[src/hw/rtl/srf_bt_pkg.sv]
// shared types, constants and helper functions for the sample ring fifo block
// no dependencies; imported by every module of the block but the ram
`default_nettype none

package srf_bt_pkg;

  localparam int DEPTH  = 64;                 // ring slots in the sample store
  localparam int AW     = $clog2(DEPTH);      // ring index width
  localparam int CW     = 7;                  // capacity register and count width
  localparam int FW     = 6;                  // frames field width
  localparam int SW     = 16;                 // sample width
  localparam int QDEPTH = 2;                  // command queue entries
  localparam int QPW    = $clog2(QDEPTH);
  localparam int QCW    = $clog2(QDEPTH + 1);
  localparam int PAW    = 3;                  // apb address width
  localparam int PDW    = 32;                 // apb data width

  localparam logic [CW-1:0] CAP_MIN   = CW'(2);
  localparam logic [CW-1:0] CAP_MAX   = CW'(DEPTH);
  localparam logic [CW-1:0] CAP_RESET = CW'(64);

  localparam logic OP_PUSH = 1'b0;
  localparam logic OP_POP  = 1'b1;

  localparam logic REG_CAPACITY = 1'b0;       // paddr[2] selects the register

  typedef enum logic [1:0] {
    ST_OK          = 2'd0,
    ST_PUSH_REJECT = 2'd1,
    ST_POP_REJECT  = 2'd2
  } status_t;

  typedef struct packed {
    logic                 operation;
    logic [FW-1:0]        frames;
    logic signed [SW-1:0] sample;
    logic                 block_end;
  } in_item_t;

  typedef struct packed {
    status_t              status;
    logic signed [SW-1:0] sample_out;
    logic                 sample_valid;
    logic                 last;
  } out_item_t;

  // work handed from the front to the back
  typedef struct packed {
    logic          is_stream;
    status_t       status;
    logic [AW-1:0] addr;
    logic [FW-1:0] count;
  } cmd_t;

  typedef struct packed {
    logic          en;
    logic [AW-1:0] addr;
    logic [SW-1:0] data;
  } ram_wr_t;

  typedef struct packed {
    logic          en;
    logic [AW-1:0] addr;
  } ram_rd_t;

  function automatic logic [CW-1:0] eff_cap(input logic [CW-1:0] c);
    logic [CW-1:0] r;
    r = c;
    if (c < CAP_MIN) r = CAP_MIN;
    if (c > CAP_MAX) r = CAP_MAX;
    return r;
  endfunction

  // samples from one ring index up to another
  function automatic logic [CW-1:0] fill_between(input logic [AW-1:0] from,
                                                 input logic [AW-1:0] to,
                                                 input logic [CW-1:0] cap);
    logic [CW-1:0] f;
    logic [CW-1:0] t;
    f = CW'(from);
    t = CW'(to);
    if (t >= f) return t - f;
    return cap - f + t;
  endfunction

endpackage

`default_nettype wire

[src/hw/rtl/srf_bt_ram.sv]
// generic simple dual-port ram, one write port and one registered read port
// no dependencies
`default_nettype none

module srf_bt_ram #(
  parameter int WIDTH = 16,
  parameter int DEPTH = 64
) (
  input  wire logic                     clk,
  input  wire logic                     we,
  input  wire logic [$clog2(DEPTH)-1:0] waddr,
  input  wire logic [WIDTH-1:0]         wdata,
  input  wire logic                     re,
  input  wire logic [$clog2(DEPTH)-1:0] raddr,
  output logic      [WIDTH-1:0]         rdata
);

  logic [WIDTH-1:0] mem [DEPTH];

  always_ff @(posedge clk) begin
    if (we) begin
      mem[waddr] <= wdata;
    end
    if (re) begin
      rdata <= mem[raddr];
    end
  end

endmodule

`default_nettype wire

[src/hw/rtl/srf_bt_cmd_queue.sv]
// short command queue between the front and the back
// depends on srf_bt_pkg
`default_nettype none

module srf_bt_cmd_queue
  import srf_bt_pkg::*;
(
  input  wire logic clk,
  input  wire logic rst,
  input  wire logic push,
  input  wire cmd_t push_cmd,
  output logic      full,
  input  wire logic pop,
  output logic      head_valid,
  output cmd_t      head_cmd
);

  cmd_t           entry [QDEPTH];
  logic [QPW-1:0] wptr;
  logic [QPW-1:0] rptr;
  logic [QCW-1:0] count;

  logic do_push;
  logic do_pop;

  assign full       = (count == QCW'(QDEPTH));
  assign head_valid = (count != '0);
  assign head_cmd   = entry[rptr];
  assign do_push    = push && !full;
  assign do_pop     = pop && head_valid;

  always_ff @(posedge clk) begin
    if (do_push) begin
      entry[wptr] <= push_cmd;
    end
  end

  always_ff @(posedge clk) begin
    if (rst) begin
      wptr  <= '0;
      rptr  <= '0;
      count <= '0;
    end else begin
      if (do_push) begin
        wptr <= (wptr == QPW'(QDEPTH - 1)) ? '0 : wptr + 1'b1;
      end
      if (do_pop) begin
        rptr <= (rptr == QPW'(QDEPTH - 1)) ? '0 : rptr + 1'b1;
      end
      count <= count + QCW'(do_push) - QCW'(do_pop);
    end
  end

endmodule

`default_nettype wire

[src/hw/rtl/srf_bt_front.sv]
// front: capacity register, push staging and commit, pop admission
// depends on srf_bt_pkg
`default_nettype none

module srf_bt_front
  import srf_bt_pkg::*;
(
  input  wire logic           clk,
  input  wire logic           rst,
  input  wire logic           psel,
  input  wire logic           penable,
  input  wire logic           pwrite,
  input  wire logic [PAW-1:0] paddr,
  input  wire logic [PDW-1:0] pwdata,
  output logic      [PDW-1:0] prdata,
  input  wire logic           item_valid,
  output logic                item_ready,
  input  wire in_item_t       item,
  input  wire logic           back_idle,
  input  wire logic           q_full,
  output logic                q_push,
  output cmd_t                q_cmd,
  output ram_wr_t             ram_wr,
  output logic      [CW-1:0] cap
);

  logic [CW-1:0] capacity;
  logic [AW-1:0] write_index, write_index_next;
  logic [AW-1:0] read_index, read_index_next;
  logic [AW-1:0] staging_index, staging_index_next;
  logic          in_block, in_block_next;
  logic          block_accepted, block_accepted_next;

  logic          cfg_write;
  logic          accept;
  logic [CW-1:0] avail;
  logic [CW-1:0] free_slots;
  logic [CW-1:0] frames_w;
  logic [AW-1:0] stg;
  logic          acc;
  logic [CW-1:0] staged;
  logic          store;
  logic [CW-1:0] stg_inc;
  logic [AW-1:0] stg_after;
  logic [CW-1:0] rd_sum;

  assign cfg_write = psel && penable && pwrite;
  assign prdata    = PDW'(capacity);

  always_comb begin
    cap        = eff_cap(capacity);
    avail      = fill_between(read_index, write_index, cap);
    free_slots = (avail + CW'(1) >= cap) ? '0 : cap - avail - CW'(1);
    frames_w   = CW'(item.frames);
    stg        = in_block ? staging_index : write_index;
    acc        = in_block ? block_accepted : ((frames_w < cap) && (free_slots >= frames_w));
    staged     = fill_between(write_index, stg, cap);
    store      = acc && (staged < frames_w) && (staged < free_slots);
    stg_inc    = CW'(stg) + CW'(1);
    stg_after  = store ? ((stg_inc == cap) ? '0 : stg_inc[AW-1:0]) : stg;
    rd_sum     = CW'(read_index) + frames_w;

    // a push waits while any command is queued or running: a pop may still read
    // slots that the push would overwrite
    item_ready = !q_full && ((item.operation == OP_POP) || back_idle);
    accept     = item_valid && item_ready;

    write_index_next    = write_index;
    read_index_next     = read_index;
    staging_index_next  = staging_index;
    in_block_next       = in_block;
    block_accepted_next = block_accepted;
    q_push              = 1'b0;
    q_cmd               = '{is_stream: 1'b0, status: ST_OK, addr: read_index,
                            count: item.frames};
    ram_wr              = '{en: 1'b0, addr: stg, data: item.sample};

    if (accept) begin
      if (item.operation == OP_PUSH) begin
        if (!in_block && (item.frames == '0)) begin
          q_push = 1'b1;
        end else begin
          ram_wr.en = store;
          if (item.block_end) begin
            q_push              = 1'b1;
            in_block_next       = 1'b0;
            block_accepted_next = 1'b0;
            if (acc) begin
              write_index_next   = stg_after;
              staging_index_next = stg_after;
            end else begin
              q_cmd.status       = ST_PUSH_REJECT;
              staging_index_next = write_index;
            end
          end else begin
            in_block_next       = 1'b1;
            staging_index_next  = stg_after;
            block_accepted_next = acc;
          end
        end
      end else begin
        q_push = 1'b1;
        if (item.frames == '0) begin
          q_cmd.status = ST_OK;
        end else if (avail < frames_w) begin
          q_cmd.status = ST_POP_REJECT;
        end else begin
          q_cmd.is_stream = 1'b1;
          read_index_next = (rd_sum >= cap) ? AW'(rd_sum - cap) : rd_sum[AW-1:0];
        end
      end
    end
  end

  always_ff @(posedge clk) begin
    if (rst) begin
      capacity       <= CAP_RESET;
      write_index    <= '0;
      read_index     <= '0;
      staging_index  <= '0;
      in_block       <= 1'b0;
      block_accepted <= 1'b0;
    end else if (cfg_write && (paddr[2] == REG_CAPACITY)) begin
      capacity       <= pwdata[CW-1:0];
      write_index    <= '0;
      read_index     <= '0;
      staging_index  <= '0;
      in_block       <= 1'b0;
      block_accepted <= 1'b0;
    end else begin
      write_index    <= write_index_next;
      read_index     <= read_index_next;
      staging_index  <= staging_index_next;
      in_block       <= in_block_next;
      block_accepted <= block_accepted_next;
    end
  end

endmodule

`default_nettype wire

[src/hw/rtl/srf_bt_back.sv]
// back: runs queued commands, reads the sample store, drives the result channel
// depends on srf_bt_pkg
`default_nettype none

module srf_bt_back
  import srf_bt_pkg::*;
(
  input  wire logic               clk,
  input  wire logic               rst,
  input  wire logic [CW-1:0]      cap,
  input  wire logic               head_valid,
  input  wire cmd_t               head_cmd,
  output logic                    q_pop,
  output logic                    idle,
  output ram_rd_t                 ram_rd,
  input  wire logic [SW-1:0]      ram_rdata,
  output logic                    result_valid,
  input  wire logic               result_ready,
  output out_item_t               result
);

  logic          busy;
  cmd_t          cur;
  logic          s1_valid;
  logic          s1_sample;
  status_t       s1_status;
  logic          s1_last;

  logic          s1_adv;
  logic          issue;
  logic          cur_last;
  logic [CW-1:0] addr_inc;

  assign idle     = !busy;
  assign q_pop    = !busy && head_valid;
  assign s1_adv   = s1_valid && (!result_valid || result_ready);
  assign issue    = busy && (!s1_valid || s1_adv);
  assign cur_last = !cur.is_stream || (cur.count == FW'(1));
  assign addr_inc = CW'(cur.addr) + CW'(1);
  assign ram_rd   = '{en: issue && cur.is_stream, addr: cur.addr};

  always_ff @(posedge clk) begin
    if (rst) begin
      busy         <= 1'b0;
      s1_valid     <= 1'b0;
      result_valid <= 1'b0;
    end else begin
      if (q_pop) begin
        busy <= 1'b1;
      end else if (issue && cur_last) begin
        busy <= 1'b0;
      end
      if (issue) begin
        s1_valid <= 1'b1;
      end else if (s1_adv) begin
        s1_valid <= 1'b0;
      end
      if (s1_adv) begin
        result_valid <= 1'b1;
      end else if (result_ready) begin
        result_valid <= 1'b0;
      end
    end
  end

  always_ff @(posedge clk) begin
    if (q_pop) begin
      cur <= head_cmd;
    end else if (issue) begin
      cur.addr  <= (addr_inc == cap) ? '0 : addr_inc[AW-1:0];
      cur.count <= cur.count - FW'(1);
    end
    if (issue) begin
      s1_sample <= cur.is_stream;
      s1_status <= cur.status;
      s1_last   <= cur_last;
    end
    if (s1_adv) begin
      result.status       <= s1_status;
      result.sample_out   <= s1_sample ? ram_rdata : '0;
      result.sample_valid <= s1_sample;
      result.last         <= s1_last;
    end
  end

endmodule

`default_nettype wire

[src/hw/rtl/sample_ring_fifo_block_transfer_core.sv]
// top level of the sample ring fifo with all-or-nothing block transfers
// depends on srf_bt_pkg, srf_bt_front, srf_bt_cmd_queue, srf_bt_back, srf_bt_ram
`default_nettype none

// Ring fifo of signed 16-bit samples, one slot always kept empty. A push block
// arrives one sample per beat; its first beat decides whether the whole block
// fits, the block_end beat commits it and returns one status beat. A pop beat
// returns one status beat on failure or zero frames, otherwise a stream of
// samples with last on the final one. Flow: push beats are taken one per
// cycle while no command is queued or running in the back, so a push waits
// for any pop ahead of it to issue all its reads and for the previous block's
// status beat to issue. A pop beat is taken one per cycle while the two-entry
// command queue has room. A queued command is first loaded into the back,
// then a pop stream of n samples issues one store read per cycle while the
// result side does not stall, each sample passing through the store read
// register and the output register. Push beats are held off this way because
// pops and pushes share ring slots of the single store. Writing the capacity
// register (APB, byte address 0) empties the fifo and closes any open block;
// the effective capacity is clamped to 2..64.
// No clearing pass after reset: the store needs none.

module sample_ring_fifo_block_transfer_core
  import srf_bt_pkg::*;
(
  input  wire logic           clk,
  input  wire logic           rst,
  // configuration
  input  wire logic           psel,
  input  wire logic           penable,
  input  wire logic           pwrite,
  input  wire logic [PAW-1:0] paddr,
  input  wire logic [PDW-1:0] pwdata,
  output logic      [PDW-1:0] prdata,
  output logic                pready,
  // input beats
  input  wire logic           item_valid,
  output logic                item_ready,
  input  wire in_item_t       item,
  // result beats
  output logic                result_valid,
  input  wire logic           result_ready,
  output out_item_t           result
);

  logic          q_push;
  cmd_t          q_cmd;
  logic          q_full;
  logic          q_pop;
  logic          head_valid;
  cmd_t          head_cmd;
  logic          back_free;
  logic          back_idle;
  logic [CW-1:0] cap;
  ram_wr_t       ram_wr;
  ram_rd_t       ram_rd;
  logic [SW-1:0] ram_rdata;

  assign pready = 1'b1;

  // back is idle only once no command is queued or running
  assign back_idle = back_free && !head_valid;

  srf_bt_front u_front (
    .clk        (clk),
    .rst        (rst),
    .psel       (psel),
    .penable    (penable),
    .pwrite     (pwrite),
    .paddr      (paddr),
    .pwdata     (pwdata),
    .prdata     (prdata),
    .item_valid (item_valid),
    .item_ready (item_ready),
    .item       (item),
    .back_idle  (back_idle),
    .q_full     (q_full),
    .q_push     (q_push),
    .q_cmd      (q_cmd),
    .ram_wr     (ram_wr),
    .cap        (cap)
  );

  // decouples admission from streaming
  srf_bt_cmd_queue u_queue (
    .clk        (clk),
    .rst        (rst),
    .push       (q_push),
    .push_cmd   (q_cmd),
    .full       (q_full),
    .pop        (q_pop),
    .head_valid (head_valid),
    .head_cmd   (head_cmd)
  );

  srf_bt_back u_back (
    .clk          (clk),
    .rst          (rst),
    .cap          (cap),
    .head_valid   (head_valid),
    .head_cmd     (head_cmd),
    .q_pop        (q_pop),
    .idle         (back_free),
    .ram_rd       (ram_rd),
    .ram_rdata    (ram_rdata),
    .result_valid (result_valid),
    .result_ready (result_ready),
    .result       (result)
  );

  // sample store, written by the front and read by the back
  srf_bt_ram #(
    .WIDTH (SW),
    .DEPTH (DEPTH)
  ) u_store (
    .clk   (clk),
    .we    (ram_wr.en),
    .waddr (ram_wr.addr),
    .wdata (ram_wr.data),
    .re    (ram_rd.en),
    .raddr (ram_rd.addr),
    .rdata (ram_rdata)
  );

endmodule

`default_nettype wire

[config.mk]
export PLATFORM = sky130hd
export DESIGN_NAME = sample_ring_fifo_block_transfer_core
export DESIGN_NICKNAME = d
export VERILOG_FILES = /design/src/hw/rtl/srf_bt_pkg.sv /design/src/hw/rtl/srf_bt_ram.sv /design/src/hw/rtl/srf_bt_cmd_queue.sv /design/src/hw/rtl/srf_bt_front.sv /design/src/hw/rtl/srf_bt_back.sv /design/src/hw/rtl/sample_ring_fifo_block_transfer_core.sv
export SDC_FILE = /design/constraint.sdc
export NUM_CORES = 1
export LEC_CHECK = 0
export BUFFER_PORTS_ARGS = -buffer_cell sky130_fd_sc_hd__clkbuf_2
export CAP_MARGIN = 40
export CORE_MARGIN = 2
export CORE_UTILIZATION = 37
export CTS_CLUSTER_SIZE = 28
export DETAILED_ROUTE_END_ITERATION = 12
export PLACE_DENSITY_LB_ADDON = 0.08
export RECOVER_POWER = 100
export SETUP_SLACK_MARGIN = 0.2
export SLEW_MARGIN = 30
export SYNTH_ARGS = -nofsm -noshare
export SYNTH_HDL_FRONTEND = slang
export SYNTH_HIERARCHICAL = 1
export SYNTH_SLANG_ARGS = --single-unit
[constraint.sdc]
create_clock -name clk -period 7.2 [get_ports clk]
set_input_delay 0.72 -clock clk [delete_from_list [all_inputs] [get_ports clk]]
set_output_delay 0.72 -clock clk [all_outputs]
set_load 0.005 [all_outputs]
==> results of run 1 <==
cells in the mapped netlist (6+ instances only):
master	instances	area, um2
edfxtp_1	1109	33300
mux4_2	220	4950
nor2_1	134	503
nand2_1	119	447
mux2i_1	91	911
ha_1	85	1060
inv_1	83	312
buf_4	72	541
a21oi_1	66	330
nor2b_1	46	288
a22oi_1	43	323
nand3_1	41	205
buf_2	40	200
o21ai_0	38	190
dfxtp_1	35	701
xnor2_1	33	289
clkbuf_1	32	120
mux2_2	30	338
and2_1	25	156
a211oi_1	22	165
nand4_1	19	119
a21o_1	18	135
xor2_1	18	158
a221oi_1	17	149
buf_6	17	191
fa_1	17	340
a31oi_1	15	93.8
mux2_1	15	169
o21a_1	13	97.6
a211o_1	12	105
a22o_1	11	96.3
a311oi_1	11	96.3
nand2b_1	9	56.3
nor3_1	9	45.0
or3_1	9	56.3
o21bai_1	8	60.1
a221o_1	6	60.1
and4_1	6	52.6
nand3b_1	6	45.0
routing by layer:
metal  global-route usage [%]  up-vias  routed length [um]
li1                         -    11400                   -
met1                     25.8    13300               56100
met2                     31.2      663               62700
met3                     2.65      168                6250
met4                     5.10        0                2850
met5                        0        -                   0
stage by stage:
| stage | cell area, um2 | hold WS [ns] | std cells |
|---|---|---|---|
| floorplan | 49100 | 0.400 | 2742 |
| global placement | 52600 | 0.406 | 4570 |
| detailed placement | 52700 | 0.406 | 4576 |
| CTS | 57000 | 0.167 | 4818 |
| global route | 57400 | 0.196 | 4848 |
| finish | 57400 | 0.231 | 4853 |
critical path: cells and delay by family, from the launching register on:
family,cells,cell delay [ns]
AOI/OAI and AO/OA,10,1.71
xor gates and xnor gates,2,0.35
adders and majority gates,3,1.08
buffers and inverters,14,1.80
DFF,1,0.33
and+or+nand+nor,8,1.36
power groups by stage:
stage               Clock [uW]  Sequential (uW)  Combinational (uW)
CTS                       6320             7770                8750
detailed placement           0             7910                8480
floorplan                    0             7850                5850
finish                    6160             7780                8970
global route              6570             7800                9730
global placement             0             7900                8370
layout make-up:
class                      instances  area (um2)
tap                             1755        2200
sequential                      1144       34000
timing repair buffer             299        3160
clock buffer                     154        3250
antenna                            5        12.5
inverter                          85         319
multi-input combinational       1337       13800
fill                           11400       73500
clock inverter                    74         694
cells in the final DEF (no fill, tap or decap), types with 19 or more instances in the layout:
master | Yosys | layout
clkbuf_2 | 3 | 47
a211oi_1 | 22 | 22
o21ai_0 | 38 | 35
clkbuf_1 | 32 | 85
clkinv_1 | 0 | 32
buf_6 | 17 | 21
mux2_2 | 30 | 27
inv_1 | 83 | 81
conb_1 | 2 | 26
a21oi_1 | 66 | 60
nand3_1 | 41 | 39
nor2b_1 | 46 | 42
ha_1 | 85 | 81
mux4_2 | 220 | 220
nor2_4 | 0 | 47
edfxtp_1 | 1109 | 1109
mux2i_1 | 91 | 90
nand4_1 | 19 | 19
dfxtp_1 | 35 | 35
nor2_1 | 134 | 75
clkinv_2 | 0 | 23
a22oi_1 | 43 | 43
buf_12 | 5 | 72
buf_4 | 72 | 80
clkbuf_16 | 0 | 134
nand2_1 | 119 | 115
xnor2_1 | 33 | 32
registers in the layout, indices dropped and copies added, names as in the netlist, 2 cells and up, named ones only:
name / count
u_front/capacity: 7
u_front/read_index: 6
u_queue/entry: 30
u_back/result: 20
u_queue/count: 2
u_back/ram_rd: 6
u_front/write_index: 6
u_store/mem: 1024
u_store/rdata: 16
u_front/staging_index: 6
u_back/cur: 9
u_back/s1_status: 2
kinds of logic (layout without fill, tap and decap cells):
logic type               Yosys count  count (layout)
AO/OA/AOI/OAI                    334             334
adder cells (fa/ha/maj)          102             102
flip-flops                      1144            1144
buffers and inverters            261             612
XOR/XNOR                          52              52
other                              2              31
AND/OR/NAND/NOR                  460             460
multiplexers                     363             363
repair_timing:
action                                  in CTS  in global routing
setup buffers                               10                  4
hold buffers                                 0                  0
endpoints found under the hold margin        0                  0
endpoints found under the setup margin    1024               1024
gates cloned                                 4                 12
gates resized for setup                     27                 67
pin swaps                                    5                 48
final timing paths:
check,start,to
worst max register to register,u_front/capacity[5]$_SDFFE_PP0P_,u_store/mem[36][12]$_DFFE_PP_
worst min register to register,u_back/s1_status[0]$_DFFE_PP_,u_back/result[18]$_DFFE_PP_
worst min-delay path,pwdata[6],u_front/capacity[6]$_SDFFE_PP1P_
worst max-delay path,u_front/capacity[5]$_SDFFE_PP0P_,u_store/mem[36][12]$_DFFE_PP_
==> summary.txt, run 1 <==
Run status
  • Run status: finished with violations
  • Violated checks: capacitance limit, slew limit

Clock tree
  • Max clock buf depth: 3
  • Clock tree from TritonCTS: built
  • CTS H-tree depth: 3
  • Clk_lat worst skew: 0.72 ns
  • Clock sinks: 1144
  • TritonCTS Buffers: 120
  • Reg clk slew, reported paths: 0.06 ns
  • Clock root buffer: clkbuf_16

Worst setup path
  • Critical Path RT: roughly 7.6 ns
  • R2R cell count: 37
  • Crit Path Max Fanout: 8
  • CP endpoint kind: flip-flop
  • Slowest stage delay, CP: 0.58 ns
  • Crit-path slowest cell: fa_1
  • Reg2Reg Setup Slack: 0.26 ns
  • Critical path launch point type: flip-flop
  • Type of the worst setup path: reg -> reg
  • Worst Path Arrival: ~7.3 ns
  • Worst path most repeated cell: buf_4

Layout
  • Fraction of layout cells with a size suffix above 1: 25.5%
  • Final core occ: a little over two fifths
  • Area Overhead vs Synth: 18.1%
  • Final net count: ~3200

Logic synthesis
  • Yosys warnings: 6
  • Syn Area/Cell: 17.9 um2
  • Post-Synth Simple-Gate Area: 4.68%
  • Synth Area in Adders: around 2.9%
  • Mux contribution to synthesized area: 13.4%
  • Compound-Gate Fraction of Synth Area: 4.89%
  • Syn Std Cell Area: between 0.04 and 0.05 mm2
  • Largest family of logic cells by synthesized area: multiplexers
  • Synth Flop Type: edfxtp_1
  • Post-Synthesis Cells: between 2000 and 3000
  • XOR/XNOR Fraction of Synth Area: 0.965%
  • Asr flop ratio synth: 0%
  • Part of the Yosys area used for sequential elements: between 60 and 70%
  • Post-synth cell types: 95
  • Post-synthesis register bit count: 1144
  • Post-synth EDFFs: between 1000 and 1500

Die
  • Core area: 0.131 mm2
  • Die H: ~370 um
  • Ports: 121
  • Die X: 366 um
  • Total die area: 0.134 mm2
  • # rows: approximately 130
  • Starting density of the core: 37.1%

STA
  • FMAX: 144 MHz
  • Pins over their slew limit: around 940
  • RSZ-0062 raised after global routing: true
  • Clock skew: 0.0320 ns
  • Worst-margin pin slew: between 3 and 4 ns
  • Endpoints failing setup: 0
  • Final setup TNS: 0 ns
  • Final worst slack: 0.261 ns
  • Rel. slew slack: -134%
  • Final hold vios: 0
  • Fin crit period: 6.94 ns
  • Part of the cycle the worst path needs: 96.4%

Global route
  • Antenna violations before repair: 0
  • Global-route wire length before repair: between 150000 and 200000 um
  • Congestion Overflow GR: 0
  • GRT Resource Usage Total: 18.7%
  • Largest net degree at the start of global routing: approximately 130
  • Number of global-route vias before repair: between 20000 and 30000

Power
  • Post-route total power: 22900 uW
  • Peak supply drop: 0.350 mV
  • Reg power frac: 33.9%
  • Combinational group share of total power: 39.2%
  • Clock power frac: 26.9%
  • Sw Ratio: 34.0%
  • NetSw: 7790 uW
  • Pleak: ~0.019 uW
  • Cell Pwr Density: around 400 mW/mm2
  • Int Power: 15100 uW

Placement
  • GP Congestion: 0.836
  • DP Worst Slack: 0.0805 ns
  • PortBufs: 67
  • Detailed placement HPWL: between 70000 and 80000 um

Route
  • DR WL/cell: approximately 26 um
  • DR vias/cell: 5.27
  • Drc violations: 0
  • Pre-Repair DR Iteration Count: 5
  • Initial DRC Count: 2227
  • Post-Route WL: 128000 um
  • Via count: about 26000
  • Antenna Violating Nets Remaining: 0

Hold path
  • HP Class: in -> reg
  • Min-Delay Path Depth: 2

Job
  • Max-Cap Viols: 21
(Power assumes the default switching activity.)
==> inputs of run 2 (changes only) <==
Settings changed: BUFFER_PORTS_ARGS -buffer_cell sky130_fd_sc_hd__clkbuf_2 to not set, DONT_BUFFER_PORTS set to 1.
==> summary.txt, run 2 (synthesis results as in run 1) <==
Run status
  • Run status: finished with violations
  • Violated checks: capacitance limit, slew limit

Layout
  • Max reg flops: 1024
  • Design area: between 0.05 and 0.06 mm2
  • Final core occ: between 40% and 50%
  • Most common cell after layout, fill and taps aside: edfxtp_1
  • Top reg by flops: u_store/mem
  • Final Non-Filler Cells: between 4000 and 5000
  • Area Overhead vs Synth: 16.5%
  • Final net count: around 3000
  • Fraction of layout cells with a size suffix above 1: 24.4%
  • Biggest regs: u_store/mem: 1024 flops, u_queue/entry: 30 flops, u_back/result: 20 flops
  • Most frequent cells in the layout: 1109 x edfxtp_1, 220 x mux4_2, 129 x clkbuf_16

STA
  • RSZ-0062 raised after global routing: true
  • FMAX: 142 MHz
  • Fin crit period: 7.03 ns
  • Rel. slew slack: -162%
  • Clock skew: 0.0307 ns
  • Part of the cycle the worst path needs: 97.6%
  • Worst-margin pin slew: a little under 4 ns
  • Pins over their slew limit: approximately 240
  • Final hold vios: 0
  • Hold slack: 0.0662 ns
  • Endpoints failing setup: 0

Worst setup path
  • Worst path most repeated cell: buf_12
  • CP endpoint kind: flip-flop
  • Critical path launch point type: flip-flop
  • Worst Path Arrival: between 7 and 8 ns
  • Crit Path Max Fanout: 8
  • Crit-path slowest cell: or4_4
  • Slowest stage delay, CP: 0.52 ns
  • Critical Path RT: 7.65 ns
  • Type of the worst setup path: reg -> reg

Placement
  • PortBufs: 0
  • GP Congestion: 0.848
  • Detailed placement HPWL: 78100 um
  • Post-placement cell count: 4499
  • Area after DPL: 0.0523 mm2

Die
  • # rows: 133
  • Ports: between 100 and 150
  • Die H: around 370 um
  • Starting density of the core: a little under two fifths
  • Total die area: 0.134 mm2
  • Core area: 0.131 mm2
  • Die X: 366 um

Route
  • Post-Route WL: 128000 um
  • Pre-Repair DR Iteration Count: 7
  • Drc violations: 0
  • Initial DRC Count: between 2000 and 2500
  • DR WL/cell: 26.9 um
  • Via count: 25200
  • Antenna Violating Nets Remaining: 0
  • DR vias/cell: roughly 5.3

Power
  • Cell Pwr Density: 400 mW/mm2
  • Peak supply drop: 0.430 mV
  • Pleak: 0.0185 uW
  • NetSw: 7700 uW
  • Reg power frac: 34.3%
  • Post-route total power: approximately 23000 uW
  • Combinational group share of total power: 39.6%
  • Sw Ratio: ~34%
  • Int Power: roughly 15000 uW
  • Clock power frac: 26.1%

Global route
  • Global-route wire length before repair: 184000 um
  • GRT Resource Usage Total: 18.9%
  • Antenna violations before repair: 10
  • Congestion Overflow GR: 0
  • Largest net degree at the start of global routing: 123
  • Number of global-route vias before repair: 25800

Clock tree
  • TritonCTS Buffers: 121
  • Clock sinks: 1144
  • Clock tree from TritonCTS: built
  • CTS H-tree depth: 3
  • Clock root buffer: clkbuf_16
  • Reg clk slew, reported paths: approximately 0.06 ns
  • Clk_lat worst skew: 0.74 ns
  • Max clock buf depth: 3

Job
  • Max-Cap Viols: 4

Hold path
  • HP Class: in -> reg
## run 2: cell count changes in the layout (fill, tap and decap cells not counted), sizes merged
cell,change
buf,+6
bufbuf,-1
bufinv,-6
clkbuf,-113
clkinv,+5
clkinvlp,+7
dlygate4sd3,+2
inv,+2
## run 2: final timing paths
| check | startpoint | slack [ns] | cells past startpoint | endpoint |
|---|---|---|---|---|
| max reg2reg | u_front/capacity[3]$_SDFFE_PP0P_ | 0.17 | 34 | u_store/mem[22][12]$_DFFE_PP_ |
| min | rst | 0.07 | 1 | u_front/capacity[4]$_SDFFE_PP0P_ |
| max | u_front/capacity[3]$_SDFFE_PP0P_ | 0.17 | 34 | u_store/mem[22][12]$_DFFE_PP_ |
| min reg2reg | u_back/cur[12]$_DFFE_PP_ | 0.42 | 0 | u_back/s1_status[0]$_DFFE_PP_ |
## run 2: critical path: cells and delay by family (launching register included)
kind	cells	cell delay (ns)
compound gates	11	2.36
xor+xnor	1	0.14
fa+ha+maj	4	0.93
buf+inv	7	0.95
flops	1	0.35
simple gates	11	1.99
## run 2: cell type report
type / instances / area [um2]
fillers: 11500 / 74300
flip-flops and latches: 1144 / 34000
multi-input cells: 1337 / 13700
clock buffers: 142 / 3150
repair buffers: 205 / 2650
well taps: 1755 / 2200
clock inverters: 82 / 606
inverters: 85 / 319
diodes: 5 / 12.5
## run 2: power groups by stage
stage,combinational [uW],clock (uW),sequential [uW]
after global placement,8340,0,7890
after CTS,8870,6090,7760
final,8970,5920,7760
after detailed placement,8450,0,7900
after floorplan,5850,0,7850
after global routing,9760,6330,7780
## run 2: what timing repair did
item	CTS	global route
endpoints found under the setup margin	1006	1024
hold buffers	2	0
hold endpoints to repair	9	0
pin swaps	29	14
gates cloned	3	5
setup buffers	12	3
gates resized for setup	33	22
## run 2: metrics by stage
| step | setup TNS, ns | setup WS (ns) |
|---|---|---|
| 3_5_place_dp | -34.73 | -0.113 |
| 6_report | 0 | 0.172 |
| 5_1_grt | -30.05 | -0.166 |
| 3_3_place_gp | -46.95 | -0.148 |
| 2_1_floorplan | 0 | 0.208 |
| 4_1_cts | 0 | 0.0854 |
## run 2: layer usage
metal  up-vias  part of all wire (%)  wire [um]  track usage [%]
li1      11200                     -          -                -
met1     13300                    45      57500             26.7
met2       613                    47      59500             29.7
met3       165                   5.7       7240             3.59
met4         6                   2.7       3500             6.16
met5         -                 0.030         38                0
==> inputs of run 3 (changes only) <==
Settings changed: PLACE_DENSITY_LB_ADDON 0.08 to not set.
==> summary.txt, run 3 (synthesis results as in run 1) <==
Run status
  • Violated checks: capacitance limit, slew limit
  • Run status: finished with violations

Layout
  • Design area: 0.0571 mm2
  • Most frequent cells in the layout: 1109 x edfxtp_1, 220 x mux4_2, 134 x clkbuf_16
  • Biggest regs: u_store/mem: 1024 flops, u_queue/entry: 30 flops, u_back/result: 20 flops
  • Most common cell after layout, fill and taps aside: edfxtp_1
  • Area Overhead vs Synth: 17.5%
  • Top reg by flops: u_store/mem
  • Max reg flops: 1024
  • Fraction of layout cells with a size suffix above 1: about 25%
  • Final net count: 3075

Global route
  • Largest net degree at the start of global routing: 112
  • Number of global-route vias before repair: approximately 26000
  • Congestion Overflow GR: 0
  • Global-route wire length before repair: 175000 um
  • GRT Resource Usage Total: 17.6%
  • Antenna violations before repair: 3

Route
  • Antenna Violating Nets Remaining: 0
  • Drc violations: 0
  • DR vias/cell: about 5.4
  • Post-Route WL: between 100000 and 150000 um
  • Via count: 25800
  • Initial DRC Count: 2346
  • DR WL/cell: 25.6 um
  • Pre-Repair DR Iteration Count: 6

Die
  • Die X: ~370 um
  • Core area: 0.131 mm2
  • Total die area: 0.134 mm2
  • Ports: 121
  • Starting density of the core: 37.1%
  • # rows: 133
  • Die H: about 370 um

Worst setup path
  • Crit Path Max Fanout: 8
  • Slowest stage delay, CP: roughly 0.52 ns
  • Type of the worst setup path: reg -> reg
  • Worst Path Arrival: approximately 7.5 ns
  • Worst path most repeated cell: a21o_1
  • Critical path launch point type: flip-flop
  • Top delay family on crit path: compound AO/OA/AOI/OAI gates
  • CP endpoint kind: flip-flop
  • Buf/Inv on CP: 7
  • Critical Path RT: 7.62 ns
  • Crit-path slowest cell: fa_1

Power
  • Cell Pwr Density: 395 mW/mm2
  • Pleak: 0.0186 uW
  • Peak supply drop: 0.510 mV

Clock tree
  • TritonCTS Buffers: ~120
  • Reg clk slew, reported paths: approximately 0.060 ns
  • CTS H-tree depth: 3
  • Clk_lat worst skew: 0.73 ns
  • Max clock buf depth: 3
  • Clock tree from TritonCTS: built
  • Clock root buffer: clkbuf_16
  • Clock sinks: 1144

STA
  • Final hold vios: 0
  • Pins over their slew limit: 219
  • RSZ-0062 raised after global routing: true
  • Part of the cycle the worst path needs: 98.5%
  • Endpoints failing setup: 0
  • Fin crit period: around 7.1 ns
  • Clock skew: around 0.053 ns
  • Final setup TNS: 0 ns
  • Worst-margin pin slew: 3.24 ns
  • Rel. slew slack: -116%
  • Final worst slack: roughly 0.10 ns
  • FMAX: about 140 MHz

Placement
  • PortBufs: 0
  • Detailed placement HPWL: 74600 um
  • GP Congestion: ~0.9
  • Area after DPL: 0.0523 mm2
  • DP Worst Slack: -0.0244 ns

Job
  • Max-Cap Viols: 6

Hold path
  • HP Class: in -> reg
-- run 3: cell types whose count changed in the layout (fill, tap and decap cells not counted), sizes merged, moves of 2 or more --
cell,previous run,this run
clkbuf,161,182
clkinv,62,54
clkinvlp,9,4
bufinv,6,10
dlygate4sd3,2,0
-- run 3: power by group --
| part | switching (uW) | internal (uW) | total [uW] |
|---|---|---|---|
| combinational | 4950 | 4010 | 8960 |
| clock | 2520 | 3350 | 5870 |
| sequential | 133 | 7630 | 7760 |
| total | 7600 | 15000 | 22600 |
-- run 3: cell type report --
| class | instances | area [um2] |
|---|---|---|
| flip-flops and latches | 1144 | 34000 |
| well taps | 1755 | 2200 |
| inverters | 85 | 319 |
| repair buffers | 224 | 3050 |
| clock buffers | 143 | 3020 |
| multi-input cells | 1337 | 13800 |
| fillers | 11300 | 73800 |
| diodes | 6 | 15.0 |
| clock inverters | 74 | 702 |
-- run 3: through the flow --
step / power [uW] / util [%] / std cells / hold WS [ns]
after floorplan: 13700 / - / 2742 / 0.400
after CTS: 22300 / 42.9 / 4727 / 0.0187
final: 22600 / 43.6 / 4768 / 0.0758
after global routing: 23700 / 43.6 / 4762 / 0.0234
after detailed placement: 16100 / 39.9 / 4500 / 0.408
after global placement: 16000 / 39.9 / 4495 / 0.411
-- run 3: worst paths after layout --
check                                         from                            end  slack (ns)  depth (start not counted)
setup / recovery  u_front/capacity[3]$_SDFFE_PP0P_  u_store/mem[23][14]$_DFFE_PP_        0.10                         34
setup reg to reg  u_front/capacity[3]$_SDFFE_PP0P_  u_store/mem[23][14]$_DFFE_PP_        0.10                         34
hold reg to reg      u_back/s1_status[1]$_DFFE_PP_    u_back/result[19]$_DFFE_PP_        0.42                          0
hold / removal                                 rst    u_queue/count[0]$_SDFF_PP0_        0.08                          1
-- run 3: repair_timing --
action,4_1_cts,5_1_grt
setup endpoints to repair,1024,1034
gates cloned,3,23
hold buffers,0,0
setup buffers,7,9
pin swaps,22,52
resized for setup,26,98
-- run 3: routing by layer --
layer / global-route usage, % / part of all wire (%) / vias up
met5: 0 / 0 / -
met4: 5.12 / 2.7 / 0
met3: 2.96 / 6.7 / 173
met2: 30.3 / 51 / 921
met1: 22.8 / 40 / 13500
li1: - / - / 11200
